File: src/hw/rtl/btc_pkg.sv
// Shared types, widths and constants of the barometric compensation pipeline.
`default_nettype none

package btc_pkg;

   localparam int RAW_W      = 24;
   localparam int COEF_W     = 16;
   localparam int DT_W       = RAW_W + 1;
   localparam int PROD_W     = DT_W + COEF_W + 1;
   localparam int WIDE_W     = 42;
   localparam int TEMP_W     = 20;
   localparam int T2_W       = 18;
   localparam int SQ_W       = 2 * (TEMP_W + 1);
   localparam int PRES_W     = 21;
   localparam int SPLIT      = 21;
   localparam int REQ_W      = 48;
   localparam int RSP_W      = 48;
   localparam int REG_IDX_W  = 3;

   localparam int FO_STAGES  = 4;
   localparam int SO_STAGES  = 3;
   localparam int PR_STAGES  = 4;
   localparam int NUM_STAGES = FO_STAGES + SO_STAGES + PR_STAGES;

   localparam logic [REG_IDX_W-1:0] REG_SENS_COEFF      = 3'd0;
   localparam logic [REG_IDX_W-1:0] REG_OFFSET_COEFF    = 3'd1;
   localparam logic [REG_IDX_W-1:0] REG_SENS_TEMPCO     = 3'd2;
   localparam logic [REG_IDX_W-1:0] REG_OFFSET_TEMPCO   = 3'd3;
   localparam logic [REG_IDX_W-1:0] REG_REF_TEMP_COEFF  = 3'd4;
   localparam logic [REG_IDX_W-1:0] REG_TEMP_SENS_COEFF = 3'd5;
   localparam logic [REG_IDX_W-1:0] REG_TEMP_OFFSET     = 3'd6;
   localparam logic [REG_IDX_W-1:0] REG_VARIANT_SELECT  = 3'd7;

   localparam logic signed [TEMP_W-1:0] TEMP_BASE = 20'sd2000;
   localparam logic signed [TEMP_W-1:0] TEMP_COLD = -20'sd1500;
   localparam logic signed [TEMP_W-1:0] TEMP_MIN  = {1'b1, {(TEMP_W-1){1'b0}}};
   localparam logic signed [TEMP_W-1:0] TEMP_MAX  = {1'b0, {(TEMP_W-1){1'b1}}};
   localparam logic signed [PRES_W-1:0] PRES_MIN  = {1'b1, {(PRES_W-1){1'b0}}};
   localparam logic signed [PRES_W-1:0] PRES_MAX  = {1'b0, {(PRES_W-1){1'b1}}};

   typedef struct packed {
      logic [COEF_W-1:0]        sens_coeff;
      logic [COEF_W-1:0]        offset_coeff;
      logic [COEF_W-1:0]        sens_tempco;
      logic [COEF_W-1:0]        offset_tempco;
      logic [COEF_W-1:0]        ref_temp_coeff;
      logic [COEF_W-1:0]        temp_sens_coeff;
      logic signed [COEF_W-1:0] temp_offset;
      logic                     variant_select;
   } cfg_type;

   typedef struct packed {
      logic [RAW_W-1:0]         d1;
      logic signed [WIDE_W-1:0] off;
      logic signed [WIDE_W-1:0] sens;
      logic signed [TEMP_W-1:0] temp;
      logic [T2_W-1:0]          t2;
   } first_order_type;

   typedef struct packed {
      logic [RAW_W-1:0]         d1;
      logic signed [WIDE_W-1:0] offp;
      logic signed [WIDE_W-1:0] sensp;
      logic signed [TEMP_W-1:0] temp;
   } second_order_type;

endpackage

`default_nettype wire

File: src/hw/rtl/btc_pipe_ctrl.sv
// Valid bits and per-stage load enables of the compensation pipeline.
`default_nettype none

module btc_pipe_ctrl
   import btc_pkg::*;
(
   input  wire logic                  clock,
   input  wire logic                  reset,
   input  wire logic                  in_valid,
   output      logic                  in_ready,
   output      logic                  out_valid,
   input  wire logic                  out_ready,
   output      logic [NUM_STAGES-1:0] stage_en
);

   logic [NUM_STAGES-1:0] valid_ff;
   logic [NUM_STAGES-1:0] valid_in;
   logic [NUM_STAGES:0]   ready;
   logic [NUM_STAGES-1:0] upstream;

   always_comb begin
      ready[NUM_STAGES] = out_ready;
      for (int k = NUM_STAGES - 1; k >= 0; k--) begin
         ready[k] = !valid_ff[k] || ready[k+1];
      end
   end

   assign stage_en = ready[NUM_STAGES-1:0];
   assign upstream = {valid_ff[NUM_STAGES-2:0], in_valid};

   always_comb begin
      for (int k = 0; k < NUM_STAGES; k++) begin
         valid_in[k] = stage_en[k] ? upstream[k] : valid_ff[k];
      end
   end

   always_ff @(posedge clock) begin
      if (reset) begin
         valid_ff <= '0;
      end else begin
         valid_ff <= valid_in;
      end
   end

   assign in_ready  = ready[0];
   assign out_valid = valid_ff[NUM_STAGES-1];

   assert property (@(posedge clock) disable iff (reset)
      !ready[0] |-> ((&valid_ff) && !out_ready))
      else $error("input blocked while a stage is free");

   assert property (@(posedge clock) disable iff (reset)
      1'b1 |=> ($countones(valid_ff) == $past($countones(valid_ff))
                + int'($past(in_valid && ready[0]))
                - int'($past(valid_ff[NUM_STAGES-1] && out_ready))))
      else $error("item count in pipeline not conserved");

   assert property (@(posedge clock) disable iff (reset)
      1'b1 |=> (($past(valid_ff & ~stage_en) & ~valid_ff) == '0))
      else $error("stalled stage lost its item");

endmodule

`default_nettype wire

File: config.mk
export PLATFORM = sky130hd
export DESIGN_NAME = btc_pipe_ctrl
export DESIGN_NICKNAME = d
export VERILOG_FILES = /design/src/hw/rtl/btc_pkg.sv /design/src/hw/rtl/btc_pipe_ctrl.sv
export SDC_FILE = /design/constraint.sdc
export NUM_CORES = 1
export LEC_CHECK = 0
export BUFFER_PORTS_ARGS = -buffer_cell sky130_fd_sc_hd__buf_2
export CAP_MARGIN = 20
export CORE_AREA = 4 4 41 43
export CTS_BUF_LIST = sky130_fd_sc_hd__clkbuf_8
export DETAILED_ROUTE_END_ITERATION = 8
export DIE_AREA = 0 0 45 47
export HOLD_SLACK_MARGIN = 0.03
export PLACE_DENSITY = 0.58
export RECOVER_POWER = 100
export SETUP_SLACK_MARGIN = 0.3
export SKIP_LAST_GASP = 1
export SLEW_MARGIN = 0
export SYNTH_ARGS = -nofsm -noshare
export SYNTH_HDL_FRONTEND = slang
export SYNTH_SLANG_ARGS = --single-unit
export TNS_END_PERCENT = 30
File: constraint.sdc
create_clock -name clock -period 1.08 [get_ports clock]
set_input_delay 0.108 -clock clock [delete_from_list [all_inputs] [get_ports clock]]
set_output_delay 0.108 -clock clock [all_outputs]
set_load 0.02 [all_outputs]
==> results of run 1 <==
[metrics by stage]
stage	setup TNS [ns]	cell area (µm²)	total power [W]	utilization (%)	cells
floorplan	0	523.0	0.0004331	-	53
global placement	-0.001305	648.1	0.0004431	49.81	88
detailed placement	-0.04972	648.1	0.0004438	49.81	88
CTS	-3.067	753.2	0.0008467	57.88	94
global route	-3.603	777.0	0.0008854	59.71	95
finish	-2.779	777.0	0.0008350	59.71	95
[routing by layer]
layer | vias to the layer above | track usage, %
met1 | 194 | 14.75
met4 | 0 | 5.263
li1 | 231 | -
met3 | 2 | 4.598
met2 | 13 | 18.08
met5 | - | 0
[worst max-delay path, cell delays in order (launching register included)]
cell     delay, ns
dfxtp_4       0.34
and4b_2       0.26
and2_4        0.20
nand3_4       0.07
buf_6         0.13
[cell usage in the layout, fill, tap and decap left out]
cell type,count
buf_6,10
nor2_1,8
buf_2,8
buf_4,8
inv_1,5
a21oi_1,5
dfxtp_1,5
nand2_2,4
dfxtp_2,4
a31oi_1,3
clkbuf_8,3
inv_2,2
nand3_4,2
dfxtp_4,2
nand2b_1,1
or2_2,1
and4b_2,1
and3_4,1
and2_4,1
and3_1,1
and4_4,1
nand4_4,1
a41oi_2,1
a21oi_2,1
clkbuf_1,1
[final timing paths]
check | from | end | slack (ns) | cells past startpoint
max | valid_ff[10] | stage_en[3] | -0.26 | 4
max reg2reg | valid_ff[8] | valid_ff[3] | -0.08 | 5
min | in_valid | valid_ff[0] | 0.12 | 3
min reg2reg | valid_ff[9] | valid_ff[10] | 0.46 | 2
[power breakdown]
group | switching, W | leakage, nW | internal [W]
clock network | 0.000151 | 0.0269 | 0.000249
logic | 0.0000118 | 0.202 | 0.0000100
registers | 0.00000530 | 0.0928 | 0.000408
[logic make-up after synthesis]
kind of cell,count (synthesis)
simple gates,22
buf+inv,10
compound gates,10
flops,11
[area by class of cell]
type | count | area (µm²)
clock buffers | 3 | 41.29
clock inverters | 1 | 3.754
fillers | 136 | 524.3
inverters | 6 | 22.52
multi-input cells | 32 | 241.5
flip-flops and latches | 11 | 232.7
well taps | 15 | 18.77
repair buffers | 27 | 216.5
[timing repair]
item / 4_1_cts / 5_1_grt
gates resized for setup: 14 / 7
setup buffers: 2 / 1
cloned: 0 / 0
pin swaps: 3 / 3
setup endpoints to repair: 23 / 24
==> reports/qor.yml, run 1 <==
cts:
  cts_tree: "done"
  cts_buffers: 3
  clock_latency_ns: 0.23
  cts.clk_slew.worst_paths_ns: 0.05
  max-clock-path-buffers: 2
  clkSinkCount: 11
  cts_hold_buf: 0
  htree_levels: 1
  cts-root-buf: "clkbuf_8"
sta:
  grt_setup_unrepaired: "true"
  drv_slew: 0
  clock_skew_ns: 0.002148
  max_slew.worst_pin.slew_ns: 0.2458
  max_freq_ghz: 0.7478
  finalHoldViolCount: 0
  setup_viol_count_final: 16
  max_slew_margin_pct: 83.68
  post-route-min-period_ns: 1.337
  holdWs_ns: 0.1199
  setup_slack_ns: -0.2573
  period_share_pct: 123.8
placement:
  gp_congestion: 0.7210
  portBuffers: 16
  hpwlAfterDp_um: 751.9
  pre_cts_ws_ns: -0.01694
final_layout:
  reg_top3: "valid_ff: 11 flops"
  final_nets: 85
  diodes: 0
  largest_reg_flops: 11
  drive_above_1_share_pct: 63.75
  area_growth_pct: 69.67
  top_register: "valid_ff"
die:
  start_util_pct: 35.19
  design.die.area_mm2: 0.002115
  die_x_um: 45
  die_height_um: 47
  fp.coreArea_mm2: 0.001301
  ios: 17
  core.rowCount: 13
logic_synthesis:
  synth_top_family_by_area: "simple AND/OR/NAND/NOR gates"
  synth_top_area_cell: "dfxtp_1"
  synth_common_cells: "dfxtp_1, nor2_1, a21oi_1, inv_1, nand2_1"
  syn_nets: 57
  syn_area_um2: 457.9
  yosys.area_share.simple_pct: 27.05
  yosys-top-cells-area: "dfxtp_1, nor2_1, a21oi_1"
  synth_cell_types: 21
  synth.area.mux_share_pct: 0
  synth_enable_flop_cells: 0
  synth-compound-area-share_pct: 13.39
  yosysMostFrequentCell: "dfxtp_1"
  ys_ff_latch: 11
  postSynthAreaPerCell_um2: 8.640
  synthArstFlopShare_pct: 0
  yosysSeqAreaShare_pct: 48.09
  synth_xor_area_share_pct: 0
  synth_top_area_share_pct: 48.09
  yosysWarnings: 0
  ys.flop_type: "dfxtp_1"
  syn_inst: 53
  synth-adder-area-share_pct: 0
routing:
  drcViolationCount: 0
  dr_wl_met3_um: 64
  top_layer_used: "met4"
  vias_per_cell: 4.632
  route.layer.met1.wl_um: 480
  wl_met2_um: 473
  ant_nets: 0
  drt_iter0_drc: 4
  firstDrtPassIters: 4
  wirelength_um: 1022
  vias: 440
  detail_route.wl_per_cell_um: 10.76
worst_setup_path:
  crit_fanout: 5
  critical_path_class: "flop to primary output"
  cp.required_ns: 0.97
  critPathArrivalTime_ns: 1.23
  start_kind: "flop"
  worst_setup_path_end_kind: "primary output"
flow_run:
  maxCapViolations: 0
global_routing:
  grt_max_degree: 12
  first_global_vias: 390
  grt_pass1_wl_um: 1780
  grtUsageTotal_pct: 11.83
  grt_antenna_before_repair: 0
  gr-total-overflow: 0
power_and_ir_drop:
  cellLeakagePower_nw: 0.3215
  power_density_mw_per_mm2: 1075
  max-vdd-ir-drop_v: 0.0006997
hold_path:
  min_path_type: "input pin to flop"
outcome:
  violations: "setup timing"
  status: "finished, violations left"
Power figures use the tool's default switching activity.
==> run 2, diff against run 1 <==
--- a/config.mk
+++ b/config.mk
@@ -9,6 +9,7 @@
 export CAP_MARGIN = 20
 export CORE_AREA = 4 4 41 43
 export CTS_BUF_LIST = sky130_fd_sc_hd__clkbuf_8
+export CTS_CLUSTER_SIZE = 14
 export DETAILED_ROUTE_END_ITERATION = 8
 export DIE_AREA = 0 0 45 47
 export HOLD_SLACK_MARGIN = 0.03
==> constraint.sdc (replaced) <==
create_clock -name clock -period 1.08 [get_ports clock]
set_input_delay 0.216 -clock clock [delete_from_list [all_inputs] [get_ports clock]]
set_output_delay 0.216 -clock clock [all_outputs]
set_load 0.02 [all_outputs]
==> run 2 against run 1 <==
The run still ends with setup timing left. Flip-flop and latch count unchanged. Count of clock-buffer cells in the layout unchanged. Maximum frequency decreased by 6.4%. Die area unchanged. Wire length decreased by 6.2%. Global-route usage decreased by 1.3 points. Critical endpoint is now in_ready. Largest cell class is now sequential cells. Largest power group unchanged.
==> reports/qor.yml, run 2 (synthesized netlist as in run 1, its figures left out) <==
outcome:
  status: "finished, violations left"  # unchanged
  violations: "setup timing"  # unchanged
power_and_ir_drop:
  power_density_mw_per_mm2: 1098  # was 1075 mW/mm²
  cellLeakagePower_nw: 0.3287  # was 0.3215 nW
  max-vdd-ir-drop_v: 0.0006640  # was 0.0006997 V
sta:
  setup_slack_ns: -0.3484  # was -0.2573 ns
  period_share_pct: 132.3  # was 123.8%
  holdWs_ns: 0.2191  # was 0.1199 ns
  grt_setup_unrepaired: "true"  # unchanged
  finalHoldViolCount: 0  # unchanged
  max_slew_margin_pct: 86.51  # was 83.68%
  max_freq_ghz: 0.7001  # was 0.7478 GHz
  max_slew.worst_pin.slew_ns: 0.2024  # was 0.2458 ns
  clock_skew_ns: 0.0008903  # was 0.002148 ns
  drv_slew: 0  # unchanged
  setup_viol_count_final: 19  # was 16
  post-route-min-period_ns: 1.428  # was 1.337 ns
worst_setup_path:
  path_cells: "and4b_2 > buf_4 > nand4_4 > buf_4"  # was and4b_2 > and2_4 > nand3_4 > buf_6
  reg2reg_slack_ns: -0.13  # was -0.08 ns
  worstRegToRegCells: 5  # unchanged
  critPathArrivalTime_ns: 1.21  # was 1.23 ns
  reg2reg_from: "valid_ff[10]"  # was valid_ff[8]
  start_kind: "flop"  # unchanged
  crit_fanout: 3  # was 5
  critPathTopFamily: "flip-flops"  # was simple AND/OR/NAND/NOR gates
  crit_path_top_delay_cell: "dfxtp_4"  # unchanged
  worst-path-buf-inv: 2  # was 1
  rr_endpoint: "valid_ff[3]"  # unchanged
  path_depth: 4  # unchanged
  cpMostUsedCell: "buf_4"
  worst_setup_path_end_kind: "primary output"  # unchanged
  crit_path_start: "valid_ff[10]"  # unchanged
  cp.required_ns: 0.86  # was 0.97 ns
  critPathMaxStageDelay_ns: 0.33  # was 0.34 ns
  critical_path_class: "flop to primary output"  # unchanged
placement:
  hpwlAfterDp_um: 768.4  # was 751.9 µm
  portBuffers: 16  # unchanged
  dp.cells: 93  # was 88
  pre_cts_ws_ns: -0.1632  # was -0.01694 ns
  gp_congestion: 0.6510  # was 0.7210
cts:
  cts.clk_slew.worst_paths_ns: 0.05  # about the same
  max-clock-path-buffers: 2  # unchanged
  cts_setup_buffers: 0  # was 2
  cts_buffers: 3  # unchanged
  clock_latency_ns: 0.23  # about the same
  clkSinkCount: 11  # unchanged
  cts-root-buf: "clkbuf_8"  # unchanged
  cts_tree: "done"  # unchanged
  htree_levels: 1  # unchanged
global_routing:
  first_global_vias: 397  # was 390
  gr-total-overflow: 0  # unchanged
  grt_antenna_before_repair: 0  # unchanged
  grtUsageTotal_pct: 10.57  # was 11.83%
  grt_pass1_wl_um: 1649  # was 1780 µm
  grt_max_degree: 12  # unchanged
routing:
  vias: 448  # was 440
  drt_iter0_drc: 1  # was 4
  wirelength_um: 959  # was 1022 µm
  vias_per_cell: 4.619  # was 4.632
  ant_nets: 0  # unchanged
  firstDrtPassIters: 2  # was 4
  detail_route.wl_per_cell_um: 9.887  # was 10.76 µm
  drcViolationCount: 0  # unchanged
hold_path:
  min_path_type: "input pin to flop"  # unchanged
  min_to: "valid_ff[0]"  # unchanged
  hold_depth: 3  # unchanged
  worstHoldStart: "in_valid"  # unchanged
die:
  die_height_um: 47  # unchanged
  ios: 17  # unchanged
  die_x_um: 45  # unchanged
  fp.coreArea_mm2: 0.001301  # unchanged
  design.die.area_mm2: 0.002115  # unchanged
  start_util_pct: 35.19  # unchanged
  core.rowCount: 13  # unchanged
final_layout:
  final_nets: 87  # was 85
  final_cell_count_no_fill: 97  # was 95
  drive_above_1_share_pct: 59.76  # was 63.75%
  final_common_cell: "buf_4"  # was buf_6
  top_register: "valid_ff"  # unchanged
  largest_reg_flops: 11  # unchanged
  final_cell_mix: "buf_4, buf_2, nor2_1, dfxtp_1"  # was buf_6, nor2_1, buf_2, buf_4
  area_growth_pct: 65.30  # was 69.67%
  fin_util_pct: 58.17  # was 59.71%
  reg_top3: "valid_ff: 11 flops"  # unchanged
  diodes: 0  # unchanged
flow_run:
  maxCapViolations: 0  # unchanged
==> run 2: area by class of cell <==
| type | count | area, µm² |
|---|---|---|
| Clock buffer | 3 | 41.29 |
| Multi-Input combinational cell | 32 | 219.0 |
| Tap cell | 15 | 18.77 |
| Timing Repair Buffer | 29 | 220.2 |
| Clock inverter | 1 | 3.754 |
| Inverter | 6 | 22.52 |
| Sequential cell | 11 | 231.5 |
| Fill cell | 122 | 544.3 |
==> run 2: report_power, final <==
part	internal, W	total, W	switching [W]	leakage [nW]
logic	0.0000109	0.0000229	0.0000120	0.209
clock network	0.000249	0.000396	0.000147	0.0269
registers	0.000408	0.000413	0.00000444	0.0923
total	0.000668	0.000831	0.000163	0.329
==> run 2: worst max path at each step <==
| stage | to | slack, ns |
|---|---|---|
| after CTS | stage_en[3] | -0.36 |
| after global placement | stage_en[3] | -0.15 |
| after global routing | stage_en[3] | -0.42 |
| after floorplan | stage_en[0] | -0.09 |
| after detailed placement | stage_en[3] | -0.16 |
| final | in_ready | -0.35 |
==> run 2: per-layer routing <==
metal  routed length [µm]  global-route usage, %  vias up
li1                     -                      -      232
met2                  430                  16.10       12
met3                   57                  2.299        0
met5                    0                      0        -
met4                    0                  5.263        0
met1                  471                  14.12      204
==> run 2: worst min-delay path: stages <==
cell,delay (ns)
buf_2,0.09
inv_1,0.04
a21oi_1,0.05
==> run 2: metrics by stage <==
step	TNS (ns)	power [W]	area [µm²]
3_3_place_gp	-1.588	0.0004434	680.7
2_1_floorplan	-0.6940	0.0004325	505.5
5_1_grt	-5.349	0.0008631	757.0
3_5_place_dp	-1.678	0.0004436	680.7
6_report	-4.160	0.0008312	757.0
4_1_cts	-4.358	0.0008350	750.7
==> run 2: repair_timing <==
| action | in CTS | in global routing |
|---|---|---|
| setup endpoints to repair | 23 | 23 |
| gates cloned | 0 | 0 |
| gates resized for setup | 8 | 3 |
| hold buffers | 0 | 0 |
| pin swaps | 3 | 1 |
==> run 3, diff against run 2 <==
--- a/config.mk
+++ b/config.mk
@@ -12,8 +12,9 @@
 export CTS_CLUSTER_SIZE = 14
 export DETAILED_ROUTE_END_ITERATION = 8
 export DIE_AREA = 0 0 45 47
+export GPL_TIMING_DRIVEN = 0
 export HOLD_SLACK_MARGIN = 0.03
-export PLACE_DENSITY = 0.58
+export PLACE_DENSITY = 0.56
 export RECOVER_POWER = 100
 export SETUP_SLACK_MARGIN = 0.3
 export SKIP_LAST_GASP = 1
==> constraint.sdc (replaced) <==
create_clock -name clock -period 1.7 [get_ports clock]
set_input_delay 0.34 -clock clock [delete_from_list [all_inputs] [get_ports clock]]
set_output_delay 0.34 -clock clock [all_outputs]
set_load 0.02 [all_outputs]
==> run 3 against run 2 <==
The flow now finishes without violations. Cell area fell by 9.3%. Critical path depth is the same. Power fell by 37%. First-iteration DRC count rose to 7.0 times the previous value. Highest routed layer is now met4. Clock power shrank 39%. Cell count shrank 1.0%. Critical path type unchanged.
==> reports/qor.yml, run 3 (synthesized netlist as in run 1, its figures left out) <==
worst_setup_path:
  crit_fanout: 5  # was 3
  critPathTopFamily: "simple AND/OR/NAND/NOR gates"  # was flip-flops
  crit_path_start: "valid_ff[10]"  # unchanged
  path_depth: 4  # unchanged
  worstRegToRegCells: 5  # unchanged
  critPathArrivalTime_ns: 1.25  # was 1.21 ns
  critPathMaxStageDelay_ns: 0.34  # was 0.33 ns
  reg2reg_slack_ns: 0.40  # was -0.13 ns
  critical_path_class: "flop to primary output"  # unchanged
  crit_path_top_delay_cell: "dfxtp_1"  # was dfxtp_4
  reg2reg_from: "valid_ff[8]"  # was valid_ff[10]
  worst-path-buf-inv: 1  # was 2
  path_cells: "and4b_2 > and2_4 > nand3_2 > clkbuf_2"  # was and4b_2 > buf_4 > nand4_4 > buf_4
  worst_setup_path_end_kind: "primary output"  # unchanged
  worstSetupEndpoint: "stage_en[3]"  # was in_ready
  start_kind: "flop"  # unchanged
  rr_endpoint: "valid_ff[3]"  # unchanged
  cp.required_ns: 1.36  # was 0.86 ns
final_layout:
  area_growth_pct: 50.00  # was 65.30%
  final_cell_mix: "clkbuf_1, nor2_1, buf_4"  # was buf_4, buf_2, nor2_1, dfxtp_1
  reg_top3: "valid_ff: 11 flops"  # unchanged
  final_cell_count_no_fill: 96  # was 97
  top_register: "valid_ff"  # unchanged
  diodes: 0  # unchanged
  drive_above_1_share_pct: 46.91  # was 59.76%
  final_nets: 86  # was 87
  largest_reg_flops: 11  # unchanged
  fillers: 138  # was 122
sta:
  setup_viol_count_final: 0  # was 19
  setup-tns-final_ns: 0  # was -4.160 ns
  max_slew_margin_pct: 69.76  # was 86.51%
  post-route-min-period_ns: 1.594
  grt_setup_unrepaired: "true"  # unchanged
  period_share_pct: 93.77
  max_slew.worst_pin.slew_ns: 0.4536  # was 0.2024 ns
  max_freq_ghz: 0.6273
  drv_slew: 0  # unchanged
  clock_skew_ns: 0.001907  # was 0.0008903 ns
  finalHoldViolCount: 0  # unchanged
die:
  die_x_um: 45  # unchanged
  design.die.area_mm2: 0.002115  # unchanged
  start_util_pct: 35.19  # unchanged
  core.rowCount: 13  # unchanged
  ios: 17  # unchanged
  fp.coreArea_mm2: 0.001301  # unchanged
  die_height_um: 47  # unchanged
global_routing:
  gr-total-overflow: 0  # unchanged
  grtUsageTotal_pct: 10.38  # was 10.57%
  first_global_vias: 411  # was 397
  grt_antenna_before_repair: 0  # unchanged
  grt_pass1_wl_um: 1587  # was 1649 µm
  grt_max_degree: 11  # was 12
outcome:
  status: "finished clean"  # was finished, violations left
routing:
  drt_iter0_drc: 7  # was 1
  drcViolationCount: 0  # unchanged
  wirelength_um: 1028  # was 959 µm
  firstDrtPassIters: 4  # was 2
  vias_per_cell: 4.667  # was 4.619
  ant_nets: 0  # unchanged
  vias: 448  # unchanged
  detail_route.wl_per_cell_um: 10.71  # was 9.887 µm
placement:
  hpwlAfterDp_um: 715.7  # was 768.4 µm
  dp.cells: 84  # was 93
  portBuffers: 16  # unchanged
  gp_congestion: 0.6419  # was 0.6510
power_and_ir_drop:
  power_density_mw_per_mm2: 757.0  # was 1098 mW/mm²
  cellLeakagePower_nw: 0.2876  # was 0.3287 nW
  max-vdd-ir-drop_v: 0.0005827  # was 0.0006640 V
cts:
  clock_latency_ns: 0.23  # about the same
  cts.clk_slew.worst_paths_ns: 0.05  # about the same
  cts_tree: "done"  # unchanged
  cts-root-buf: "clkbuf_8"  # unchanged
  cts_hold_buf: 0  # unchanged
  htree_levels: 1  # unchanged
  clkSinkCount: 11  # unchanged
  max-clock-path-buffers: 2  # unchanged
  cts_buffers: 3  # unchanged
flow_run:
  maxCapViolations: 0  # unchanged
hold_path:
  min_path_type: "input pin to flop"  # unchanged
## run 3: cell count changes in the layout (fill, tap and decap cells not counted), sizes merged
cell	previous run	this run
buf	29	15
clkbuf	3	16
## run 3: final cells by class
type	count	area, µm²	area share [%]
Buffer	4	31.28	4.554
Clock buffer	3	41.29	6.011
Clock inverter	1	3.754	0.5464
Inverter	6	22.52	3.279
Multi-Input combinational cell	32	203.9	29.69
Sequential cell	11	230.2	33.52
Tap cell	15	18.77	2.732
Timing Repair Buffer	24	135.1	19.67
## run 3: worst min path at each step
stage	slack [ns]	startpoint	cells past startpoint	end
3_5_place_dp	0.44	valid_ff[9]	2	valid_ff[10]
2_1_floorplan	0.40	reset	1	valid_ff[10]
6_report	0.27	reset	2	valid_ff[10]
4_1_cts	0.26	reset	2	valid_ff[10]
5_1_grt	0.28	reset	2	valid_ff[10]
3_3_place_gp	0.44	valid_ff[8]	2	valid_ff[9]
## run 3: worst register-to-register path, stage by stage, from the launching register on
cell and delay (ns):
dfxtp_2 0.32, and4b_2 0.27, buf_6 0.14, clkbuf_1 0.14
a41oi_1 0.23, nor2_1 0.05
## run 3: where the power goes
| group | switching, W | internal (W) |
|---|---|---|
| Combinational | 0.00000767 | 0.00000616 |
| Clock | 0.0000848 | 0.000157 |
| Sequential | 0.00000289 | 0.000261 |
## run 3: timing repair
action / CTS / global route
setup endpoints to repair: 10 / 11
setup buffers: 7 / 1
gates resized for setup: 21 / 5
pin swaps: 5 / 3
## run 3: through the flow
step	instance area (µm²)	power [W]	util, %	hold WS (ns)	setup slack, ns
after floorplan	474.2	0.0002773	-	0.4017	0.3398
after global placement	573.1	0.0002833	44.04	0.4435	0.1506
after detailed placement	573.1	0.0002835	44.04	0.4405	0.1376
after CTS	721.9	0.0005283	55.48	0.2628	0.1158
after global routing	686.9	0.0005421	52.79	0.2766	0.06152
final	686.9	0.0005200	52.79	0.2741	0.1059
## run 3: layer usage
layer	wire (µm)	track usage, %	up-vias
li1	-	-	232
met5	0	0	-
met4	9	7.018	0
met1	452	10.55	204
met3	63	1.149	2
met2	503	19.77	10
